--- src/rtl/bbk_pkg.sv ---
// bbk_pkg: shared types, constants and codes for the best-K keeper.
// Used by bbk_ctrl, bbk_datapath and bounded_best_k_keeper; no dependencies.
`timescale 1ns / 1ps
`default_nettype none
package bbk_pkg;
  localparam int Depth        = 16;
  localparam int SlotW        = 4;
  localparam int CountW       = 5;
  localparam int KeyW         = 32;
  localparam int PayloadW     = 32;

  typedef enum logic [1:0] {
    OP_INSERT = 2'd0,
    OP_CLEAR  = 2'd1,
    OP_READ   = 2'd2,
    OP_NOP    = 2'd3
  } op_t;

  typedef enum logic [1:0] {
    ST_APPENDED = 2'd0,
    ST_REPLACED = 2'd1,
    ST_REJECTED = 2'd2,
    ST_DONE     = 2'd3
  } status_t;

  typedef enum logic [2:0] {
    S_IDLE,
    S_START,
    S_UP_RD,
    S_UP_CMP,
    S_DN_RD,
    S_DN_CMP,
    S_OUT
  } state_t;

  // controller -> datapath
  typedef struct packed {
    logic load;      // capture input item
    logic start;     // perform first step (append / compare root / clear / read)
    logic up_rd;     // fetch keys for sift-up step
    logic up_cmp;    // compare and maybe swap, sift-up
    logic dn_rd;     // fetch keys for sift-down step
    logic dn_cmp;    // compare and maybe swap, sift-down
    logic out_load;  // present result
  } cmd_t;

  // datapath -> controller
  typedef struct packed {
    logic go_up;
    logic go_down;
    logic step_more;
  } stat_t;
endpackage
`default_nettype wire

--- src/rtl/bbk_ctrl.sv ---
// bbk_ctrl: sequencer for one item at a time through the heap datapath.
// Depends on bbk_pkg.
`timescale 1ns / 1ps
`default_nettype none
module bbk_ctrl (
  input  wire logic          clk,
  input  wire logic          rst,
  input  wire logic          in_fire,
  input  wire logic          out_busy,
  input  wire bbk_pkg::stat_t st,
  output bbk_pkg::cmd_t      cmd,
  output logic               idle
);
  bbk_pkg::state_t state, state_next;

  always_ff @(posedge clk) begin
    if (rst) state <= bbk_pkg::S_IDLE;
    else     state <= state_next;
  end

  always_comb begin
    state_next = state;
    cmd        = '0;
    idle       = 1'b0;
    unique case (state)
      bbk_pkg::S_IDLE: begin
        idle = 1'b1;
        if (in_fire) begin
          cmd.load   = 1'b1;
          state_next = bbk_pkg::S_START;
        end
      end
      bbk_pkg::S_START: begin
        cmd.start = 1'b1;
        if (st.go_up)        state_next = bbk_pkg::S_UP_RD;
        else if (st.go_down) state_next = bbk_pkg::S_DN_RD;
        else                 state_next = bbk_pkg::S_OUT;
      end
      bbk_pkg::S_UP_RD: begin
        cmd.up_rd  = 1'b1;
        state_next = bbk_pkg::S_UP_CMP;
      end
      bbk_pkg::S_UP_CMP: begin
        cmd.up_cmp = 1'b1;
        state_next = st.step_more ? bbk_pkg::S_UP_RD : bbk_pkg::S_OUT;
      end
      bbk_pkg::S_DN_RD: begin
        cmd.dn_rd  = 1'b1;
        state_next = bbk_pkg::S_DN_CMP;
      end
      bbk_pkg::S_DN_CMP: begin
        cmd.dn_cmp = 1'b1;
        state_next = st.step_more ? bbk_pkg::S_DN_RD : bbk_pkg::S_OUT;
      end
      bbk_pkg::S_OUT: begin
        if (!out_busy) begin
          cmd.out_load = 1'b1;
          state_next   = bbk_pkg::S_IDLE;
        end
      end
      default: state_next = bbk_pkg::S_IDLE;
    endcase
  end
endmodule
`default_nettype wire

--- src/rtl/bbk_datapath.sv ---
// bbk_datapath: key/payload stores, heap order array, count and capacity.
// Depends on bbk_pkg; driven by bbk_ctrl commands.
`timescale 1ns / 1ps
`default_nettype none
module bbk_datapath (
  input  wire logic                             clk,
  input  wire logic                             rst,
  input  wire bbk_pkg::cmd_t                    cmd,
  output bbk_pkg::stat_t                        st,
  input  wire logic                             cfg_we,
  input  wire logic [bbk_pkg::CountW-1:0]       cfg_data,
  input  wire logic [1:0]                       in_op,
  input  wire logic [bbk_pkg::KeyW-1:0]         in_key,
  input  wire logic [bbk_pkg::PayloadW-1:0]     in_payload,
  input  wire logic [bbk_pkg::SlotW-1:0]        in_slot,
  output logic [1:0]                            res_status,
  output logic [bbk_pkg::SlotW-1:0]             res_slot,
  output logic [bbk_pkg::CountW-1:0]            res_count,
  output logic [bbk_pkg::KeyW-1:0]              res_key,
  output logic [bbk_pkg::PayloadW-1:0]          res_payload
);
  localparam int SW = bbk_pkg::SlotW;
  localparam int CW = bbk_pkg::CountW;

  logic [bbk_pkg::KeyW-1:0]     key_mem [bbk_pkg::Depth];
  logic [bbk_pkg::PayloadW-1:0] pay_mem [bbk_pkg::Depth];
  logic [SW-1:0]                heap    [bbk_pkg::Depth];

  logic [CW-1:0] capacity, held_count;
  logic [1:0]    op;
  logic [bbk_pkg::KeyW-1:0]     key;
  logic [bbk_pkg::PayloadW-1:0] payload;
  logic [SW-1:0] rslot;
  logic [CW-1:0] pos;        // current heap position (5 bits for child calc)
  logic [SW-1:0] slot_a, slot_b, slot_c;
  logic [bbk_pkg::KeyW-1:0] key_a, key_b, key_c;
  logic          has_l, has_r;
  logic [1:0]    status;
  logic [SW-1:0] wslot;

  logic [CW-1:0] cap_eff;
  logic [SW-1:0] parent;
  logic [CW:0]   lpos, rpos;
  logic [CW:0]   dn_next;
  logic          in_key_lt_root;

  assign cap_eff = (capacity == '0) ? CW'(1) :
                   (capacity > CW'(bbk_pkg::Depth)) ? CW'(bbk_pkg::Depth) : capacity;
  assign parent  = SW'((pos - CW'(1)) >> 1);
  assign lpos    = {pos, 1'b1};
  assign rpos    = {pos, 1'b0} + (CW+1)'(2);
  assign in_key_lt_root = key < key_mem[heap[0]];

  // sift-up swap when parent key < own key; sift-down picks largest, left on ties
  logic          up_swap;
  logic          dn_swap, dn_right;
  always_comb begin
    up_swap  = key_b < key_a;
    dn_right = has_r && (key_c > (has_l && key_b > key_a ? key_b : key_a));
    dn_swap  = (has_l && key_b > key_a) || dn_right;
  end

  assign dn_next = dn_right ? rpos : lpos;

  // sift-down goes on only while the new position still has a left child
  always_comb begin
    st.go_up     = cmd.start && op == bbk_pkg::OP_INSERT && held_count < cap_eff
                   && held_count != '0;
    st.go_down   = cmd.start && op == bbk_pkg::OP_INSERT && !(held_count < cap_eff)
                   && in_key_lt_root;
    st.step_more = cmd.up_cmp ? (up_swap && parent != '0)
                              : (dn_swap && ({dn_next[CW-1:0], 1'b1} < {1'b0, held_count}));
  end

  always_ff @(posedge clk) begin
    if (rst) begin
      capacity   <= CW'(bbk_pkg::Depth);
      held_count <= '0;
    end else begin
      if (cfg_we) capacity <= cfg_data;
      if (cmd.start) begin
        if (op == bbk_pkg::OP_CLEAR) held_count <= '0;
        else if (op == bbk_pkg::OP_INSERT && held_count < cap_eff)
          held_count <= held_count + CW'(1);
      end
    end
  end

  always_ff @(posedge clk) begin
    if (cmd.load) begin
      op      <= in_op;
      key     <= in_key;
      payload <= in_payload;
      rslot   <= in_slot;
    end
    if (cmd.start) begin
      unique case (op)
        bbk_pkg::OP_INSERT: begin
          res_key     <= '0;
          res_payload <= '0;
          if (held_count < cap_eff) begin
            key_mem[held_count[SW-1:0]] <= key;
            pay_mem[held_count[SW-1:0]] <= payload;
            heap[held_count[SW-1:0]]    <= held_count[SW-1:0];
            wslot  <= held_count[SW-1:0];
            status <= bbk_pkg::ST_APPENDED;
            pos    <= held_count;
          end else if (in_key_lt_root) begin
            key_mem[heap[0]] <= key;
            pay_mem[heap[0]] <= payload;
            wslot  <= heap[0];
            status <= bbk_pkg::ST_REPLACED;
            pos    <= '0;
          end else begin
            wslot  <= '0;
            status <= bbk_pkg::ST_REJECTED;
          end
        end
        bbk_pkg::OP_READ: begin
          status      <= bbk_pkg::ST_DONE;
          wslot       <= '0;
          res_key     <= key_mem[rslot];
          res_payload <= pay_mem[rslot];
        end
        default: begin
          status      <= bbk_pkg::ST_DONE;
          wslot       <= '0;
          res_key     <= '0;
          res_payload <= '0;
        end
      endcase
    end
    if (cmd.up_rd) begin
      slot_a <= heap[pos[SW-1:0]];
      slot_b <= heap[parent];
      key_a  <= key_mem[heap[pos[SW-1:0]]];
      key_b  <= key_mem[heap[parent]];
    end
    if (cmd.up_cmp && up_swap) begin
      heap[parent]      <= slot_a;
      heap[pos[SW-1:0]] <= slot_b;
      pos               <= CW'(parent);
    end
    if (cmd.dn_rd) begin
      has_l  <= lpos < {1'b0, held_count};
      has_r  <= rpos < {1'b0, held_count};
      slot_a <= heap[pos[SW-1:0]];
      slot_b <= heap[lpos[SW-1:0]];
      slot_c <= heap[rpos[SW-1:0]];
      key_a  <= key_mem[heap[pos[SW-1:0]]];
      key_b  <= key_mem[heap[lpos[SW-1:0]]];
      key_c  <= key_mem[heap[rpos[SW-1:0]]];
    end
    if (cmd.dn_cmp && dn_swap) begin
      heap[pos[SW-1:0]] <= dn_right ? slot_c : slot_b;
      if (dn_right) begin
        heap[rpos[SW-1:0]] <= slot_a;
        pos <= rpos[CW-1:0];
      end else begin
        heap[lpos[SW-1:0]] <= slot_a;
        pos <= lpos[CW-1:0];
      end
    end
  end

  assign res_status = status;
  assign res_slot   = wslot;
  assign res_count  = held_count;
endmodule
`default_nettype wire

--- src/rtl/bounded_best_k_keeper.sv ---
// bounded_best_k_keeper: top level, stream ports, output register.
// Depends on bbk_pkg, bbk_ctrl and bbk_datapath.
//
// Keeps the capacity entries with the smallest keys in a max-heap of slots.
// s_axis carries one operation item: insert, clear, read or no-op.
// m_axis returns exactly one result item per input item.
// cfg_valid/cfg_ready writes capacity (1..16, reset 16); write only when idle.
// After an item is taken, the start step appends, compares the root,
// clears or reads; each heap step tried then fetches keys and compares
// and maybe swaps. Clear, read, no-op, reject and an append to an empty
// beam try no heap step; any other append tries 1 to 4 sift-up steps, a
// replace 1 to 4 sift-down steps. The result is then loaded into the
// output register and the next item can be taken. One item is worked on
// at a time. The result waits in an output register while m_axis_tready
// is low; the next item is taken meanwhile and holds once its result is due.
// Reset empties the beam and sets capacity to 16; stores are not cleared.
`timescale 1ns / 1ps
`default_nettype none
module bounded_best_k_keeper (
  input  wire logic        clk,
  input  wire logic        rst,
  input  wire logic        cfg_valid,
  output logic             cfg_ready,
  input  wire logic [4:0]  cfg_data,
  input  wire logic        s_axis_tvalid,
  output logic             s_axis_tready,
  // op[1:0], ratio_key[33:2], entry_payload[65:34], read_slot[69:66], zero fill
  input  wire logic [71:0] s_axis_tdata,
  output logic             m_axis_tvalid,
  input  wire logic        m_axis_tready,
  // status[1:0], written_slot[5:2], entry_count[10:6], slot_key[42:11],
  // slot_payload[74:43], zero fill
  output logic [79:0]      m_axis_tdata
);
  bbk_pkg::cmd_t  cmd;
  bbk_pkg::stat_t st;
  logic idle, in_fire, out_busy;
  logic [1:0] r_status;
  logic [3:0] r_slot;
  logic [4:0] r_count;
  logic [31:0] r_key, r_pay;

  assign s_axis_tready = idle;
  assign cfg_ready     = 1'b1;
  assign in_fire       = s_axis_tvalid && s_axis_tready;
  assign out_busy      = m_axis_tvalid && !m_axis_tready;

  bbk_ctrl u_ctrl (
    .clk, .rst, .in_fire, .out_busy, .st, .cmd, .idle
  );

  bbk_datapath u_dp (
    .clk, .rst, .cmd, .st,
    .cfg_we      (cfg_valid),
    .cfg_data    (cfg_data),
    .in_op       (s_axis_tdata[1:0]),
    .in_key      (s_axis_tdata[33:2]),
    .in_payload  (s_axis_tdata[65:34]),
    .in_slot     (s_axis_tdata[69:66]),
    .res_status  (r_status),
    .res_slot    (r_slot),
    .res_count   (r_count),
    .res_key     (r_key),
    .res_payload (r_pay)
  );

  always_ff @(posedge clk) begin
    if (rst) begin
      m_axis_tvalid <= 1'b0;
    end else if (cmd.out_load) begin
      m_axis_tvalid <= 1'b1;
    end else if (m_axis_tready) begin
      m_axis_tvalid <= 1'b0;
    end
  end

  always_ff @(posedge clk) begin
    if (cmd.out_load)
      m_axis_tdata <= {5'd0, r_pay, r_key, r_count, r_slot, r_status};
  end
endmodule
`default_nettype wire

--- config.mk ---
export PLATFORM = sky130hd
export DESIGN_NAME = bounded_best_k_keeper
export DESIGN_NICKNAME = d
export VERILOG_FILES = /design/src/rtl/bbk_pkg.sv /design/src/rtl/bbk_ctrl.sv /design/src/rtl/bbk_datapath.sv /design/src/rtl/bounded_best_k_keeper.sv
export SDC_FILE = /design/constraint.sdc
export NUM_CORES = 2
export LEC_CHECK = 0
export ABC_AREA = 0
export BUFFER_PORTS_ARGS = -buffer_cell sky130_fd_sc_hd__buf_2
export CAP_MARGIN = 10
export CORE_ASPECT_RATIO = 0.5
export CORE_MARGIN = 10
export CORE_UTILIZATION = 55
export DETAILED_ROUTE_END_ITERATION = 10
export PLACE_DENSITY = 0.7
export SLEW_MARGIN = 20
export SYNTH_ARGS = -nofsm -noshare
export SYNTH_HDL_FRONTEND = slang
export SYNTH_SLANG_ARGS = --single-unit
--- constraint.sdc ---
create_clock -name clk -period 24.3 [get_ports clk]
set_input_delay 1.215 -clock clk [delete_from_list [all_inputs] [get_ports clk]]
set_output_delay 1.215 -clock clk [all_outputs]
set_load 0.01 [all_outputs]
; ---- Word-level counts from Yosys, hierarchy flattened
; Memory sizes are Yosys's and may differ from the RTL's. A register that Yosys moved wholly into a read port is not among the register bits.
; Index checks and enable logic that the tools add are counted.
[word_totals]
regBits = 248
latchBits = 0
mem_bits_rw = 1088
romBits = 0
input_bits = 82
out_inout_bits = 83
wordCells = 174
memories = 3
[mem_list]
columns = name, depth, word_bits, rd, rd_ports_with_merged_regs, write_ports, line
row1 = u_dp.key_mem, 16, 32, 6, 2, 1, bbk_datapath.sv:25  ; logic [bbk_pkg::KeyW-1:0] key_mem [bbk_pkg::Depth];
row2 = u_dp.pay_mem, 16, 32, 1, 1, 1, bbk_datapath.sv:26  ; logic [bbk_pkg::PayloadW-1:0] pay_mem [bbk_pkg::Depth];
row3 = u_dp.heap, 16, 4, 5, 2, 2, bbk_datapath.sv:27  ; logic [SW-1:0] heap [bbk_pkg::Depth];
[op_classes]
add_sub_neg = 3
mul = 0
n_div = 0
order_cmp = 9
n_eq_ne = 12
shift = 0
muxes = 83
n_bitwise = 7
reduce_logical = 38
[ops]
columns = cell, count
row1 = $mux W32, 7
row2 = $mux W4, 18
row3 = $gt A32 B32 Y1, 2
row4 = $lt A32 B32 Y1, 2
row5 = $reduce_or A32 Y1, 2
row6 = $mux W5, 12
row7 = $mux W1, 37
row8 = $pmux W3 S7, 1
row9 = $lt A6 B5 Y1, 3
row10 = $logic_and A1 B1 Y1, 14
row11 = $mux W3, 4
row12 = $reduce_or A4 Y1, 3
row13 = $eq A3 B3 Y1 const B, 3
row14 = $eq A4 B4 Y1, 2
row15 = $mux W2, 4
row16 = $reduce_bool A4 Y1, 2
row17 = $add A6 B2 Y6 const B, 1
row18 = $eq A3 B2 Y1 const B, 2
row19 = $reduce_bool A2 Y1, 3
row20 = $reduce_bool A3 Y1, 2
row21 = $add A5 B1 Y5 const B, 1
row22 = $gt A5 B5 Y1 const B, 1
row23 = $logic_not A5 Y1, 1
row24 = $lt A5 B5 Y1, 1
row25 = other kinds (15), 24

; ---- Logic depth before layout (Yosys ltp)
[logic_depth]
ltp_word = 13
depth_mapped = 23

; ---- Modules after synthesis
; From an unflattened synthesis, not the netlist that was laid out.
[unflattened]
hier_cells = 5214
area_unflattened_um2 = 80186.9
[modules_own_cells]
columns = mod, n_inst, cells_each, area_each_um2, seq_area_each_um2
row1 = bbk_datapath, 1, 5100, 77610.7, 40608.9
row2 = bounded_best_k_keeper, 1, 87, 2354.8, 2272.2
row3 = bbk_ctrl, 1, 27, 221.5, 60.1

; ---- Least setup slack after synthesis
; No wires, ideal clock.
[synth_timing]
kind = register -> register
from = reg u_ctrl.state[0]
to = mem u_dp.key_mem[0][0] (netlist name), enable pin
arrival_time_ns = 14.057
t_required_ns = 23.639
setup_slack_ns = 9.582
stages_incl_launch_ff = 7
path_buffers = 1
synth_period_minus_slack_ns = 14.718
cell_sequence = dfxtp_1 -> clkbuf_1 -> nor3b_1 -> nand2_1 -> a211o_1 -> or3_1 -> o41ai_1
[synth_via]
elab_chain_len = 6
elab_cells_between_ends = 9
classes_between = eq/ne: 1 / mux: 7 / reduce/logical: 1
[synth_lines]
columns = item, line
row1 = "start, declared", bbk_ctrl.sv:14  ; bbk_pkg::state_t state, state_next;
row2 = "start signal, assigned", bbk_ctrl.sv:17  ; if (rst) state <= bbk_pkg::S_IDLE;
row3 = "start signal, assigned", bbk_ctrl.sv:18  ; else state <= state_next;
row4 = $eq A3 B1 Y1 *, bbk_ctrl.sv:25  ; unique case (state)
row5 = $mux W1 *, bbk_ctrl.sv:25
row6 = $mux W1, bbk_datapath.sv:96  ; if (cmd.start) begin
row7 = $mux W1 (implied by the code), bbk_datapath.sv:109  ; key_mem[heap[0]] <= key;
row8 = $reduce_or A32 Y1 (no line), --
row9 = $mux W4 (no line) or $mux W1 (tied branches), --
row10 = "end, declared", bbk_datapath.sv:25
; Mark *: on every way between the ends. The rest lies on a longest branch, timed or not.

==> results by group <==
STA
  • Unrepaired setup endpoints after global routing: no
  • Max transition margin: 18.2%
  • Final Max Slew Viols: 0
  • WHS: 418 ps
  • Achievable Freq: 107 MHz
  • Clk_skew: 46.9 ps
  • Period utilization: 38.6%
  • Fin crit period: 9380 ps
  • Hold Vio Cnt, Final: 0
  • Slew @ Worst Pin: 1230 ps
  • Final Setup Violations: 0
  • Setup TNS Final: 0 ps
  • Final worst setup slack: 14920 ps

Finish
  • Fillers: 10200
  • Area Overhead vs Synth: 8.98%
  • Post-Layout Cell Count: 7148
  • Post-Route Utilization: 60.7%
  • Share of cells above drive strength 1: 26.5%
  • Final #Nets: 5375

Routing
  • DR WL/cell: 35.2 µm
  • Iteration-0 DRC count of the detailed router: 10500
  • Vias per Instance: 7.55
  • Detailed Route WL: 251000 µm
  • Detailed-route DRC error count: 0
  • Remaining antenna violation count: 0
  • Drt first pass iters: 7
  • Via count: 54000

Clock network
  • TritonCTS clock tree: yes
  • Post-CTS sizing: 0
  • Max Buffers Root-to-Sink: 3
  • CTS hold repair buffers: 0
  • Post-CTS setup buffer count: 0
  • Total CTS buffers: 131
  • CTS root buf: clkbuf_16
  • Worst-path clk slew: 70 ps
  • Clock Latency Late Sink: 820 ps
  • H-tree depth: 4
  • Num Clock Sinks: 1436

Placed design
  • Detailed Place HPWL: 135000 µm
  • Place WS: 15190 ps
  • Placed cells: 6915
  • I/O Buffers: 156
  • Final Wtd Congestion: 0.923

Worst setup path
  • Crit path buffers/inverters: 7
  • Crit path max fanout: 43
  • Worst EP arrival: 9780 ps
  • WP data required: 24710 ps
  • Most Frequent Cell on Critical Path: buf_4
  • Worst Setup Start Kind: flip-flop
  • Slowest-stage cell, CP: buf_4
  • Critical Path Sink Type: flip-flop
  • CP delay by family, top: buffers and inverters
  • R2r setup slk: 14920 ps
  • Slowest stage delay, CP: 930 ps
  • Critical setup path kind: flip-flop to flip-flop
  • Critical-path cell list: buf_4 > buf_4 > buf_4 > mux4_2 > mux4_2 > inv_1 > ha_1 > nand4_1 > inv_1 > a221o_1 > a221oi_1 > nor2_1 > nor3_1 > nand3_1 > or3b_2 > o41ai_2 > buf_4 > buf_4

Floorplan
  • Die area: 159000 µm²
  • Row cnt: 97
  • I/O Pins: 165
  • Starting density of the core: 55.7%
  • Die width: 554 µm
  • Total core area: 141000 µm²
  • Vert. Die Dim: 287 µm

Hold path
  • Min-Delay Path Class: flip-flop to flip-flop

Synth
  • Synth warn: 0
  • Synth cell types: 80
  • Mapped Cells: 5192
  • Commonest cells post-synth: 1418 x edfxtp_1, 815 x mux4_2, 764 x nand2_1
  • Synthesized flop and latch total: 1436
  • Most common cell in the synthesized netlist: edfxtp_1
  • Most used DFF post-synth: edfxtp_1
  • Synthesized area: 78500 µm²
  • Top post-synthesis cells by area: edfxtp_1 54%, mux4_2 23%, nand2_1 3.7%, mux2i_1 3.0%, ha_1 2.0%
  • Number of synthesized flops with an enable pin: 1418
  • Seq/Total Area, Yosys: 54.7%
  • Yosys top cell by area: edfxtp_1
  • Synth Area per Inst: 15.1 µm²
  • Share of the synthesized area in the top cell type: 54.3%
  • Async SR Flop Fraction: 0%

Job
  • Maxcap violations: 0

Outcome
  • Status: completed

Power
  • Maximum vdd drop: 106 µV
  • P_leak: 28.8 nW
  • Clock network power share: 27.2%
  • Pwr dens: 88.5 nW/µm²
  • Combinational power share: 32.8%
  • Pint: 4.98 mW
  • Reg power frac: 40.1%
  • NetSw: 2.59 mW
  • Sw frac: 34.2%

Global routing
  • Largest net degree at the start of global routing: 191
  • Initial antenna violation count: 7
  • GRT Util Overall: 30.9%
  • Vias in the first global route: 53000
  • GRT overflow: 0
  • First-pass GRT wire length: 363000 µm
[area by class of cell]
type                    count  area [µm²]  share of cell area [%]
flip-flops and latches   1436       42900                    50.2
multi-input cells        3244       33900                    39.7
clock buffers             162        3400                    3.98
well taps                1881        2350                    2.75
repair buffers            266        1740                    2.04
clock inverters            69         776                   0.907
inverters                  89         350                   0.410
diodes                      1        2.50                 0.00293
[worst paths after layout]
check                   startpoint                  end  depth (start not counted)
setup / recovery   u_dp.heap[0][0]  u_dp.key_mem[1][30]                         18
setup reg to reg   u_dp.heap[0][0]  u_dp.key_mem[1][30]                         18
hold / removal    u_dp.res_key[11]     m_axis_tdata[22]                          0
hold reg to reg   u_dp.res_key[11]     m_axis_tdata[22]                          0
[metrics by stage]
step / instance area [µm²] / total power, mW
final: 85500 / 7.57
after CTS: 85400 / 7.49
after global placement: 81200 / 5.42
after floorplan: 78500 / 4.71
after global routing: 85500 / 7.79
after detailed placement: 81200 / 5.46
[routing by layer]
layer | track usage, % | up-vias | share of wire (%)
li1 | - | 21100 | -
met1 | 41.7 | 26800 | 35
met2 | 44.7 | 5191 | 43
met3 | 11.6 | 934 | 16
met4 | 13.8 | 14 | 4.9
met5 | 0.181 | - | 0.044
[power groups by stage]
stage / clock network (mW) / registers [mW] / logic (mW)
finish: 2.06 / 3.03 / 2.48
global route: 2.17 / 3.04 / 2.58
CTS: 2.07 / 3.03 / 2.39
detailed placement: 0 / 3.08 / 2.38
global placement: 0 / 3.07 / 2.35
floorplan: 0 / 3.04 / 1.67
[placed cells by master, fill, tap and decap left out, types with 21 or more instances in the layout]
cell       instances
nor2b_1           74
inv_1             85
o22ai_1           33
nand4_1           29
o21ai_0           46
buf_4             99
edfxtp_1        1418
and3_1            67
buf_2            156
clkinv_1          31
nor2_1           172
a21oi_1          135
o2111ai_1         34
mux2_2            48
o221a_2           24
nand2_1          762
clkbuf_16        131
mux4_2           812
nand3_1          238
o221ai_1          31
a31oi_1           38
ha_1             125
a311oi_1          98
nor3_1            21
a32oi_1           32
clkbuf_1          30
mux2i_1          220
[registers in the layout, summed over array words and instances, names as in the netlist, 5 cells and up, named ones only]
name	cells
m_axis_tdata	75
u_dp.capacity	5
u_dp.heap	64
u_dp.key	32
u_dp.key_a	32
u_dp.key_b	32
u_dp.key_c	32
u_dp.key_mem	512
u_dp.pay_mem	512
u_dp.payload	32
u_dp.pos	5
u_dp.res_count	5
u_dp.res_key	32
u_dp.res_payload	32
[logic make-up after synthesis]
group	synth area share, %
xor+xnor	0.191
compound gates	5.34
mux	27.1
flops	54.7
other cells	0.00957
simple gates	7.97
buf+inv	2.64
fa+ha+maj	1.99
Note: power is estimated with default switching activity, not from simulation.
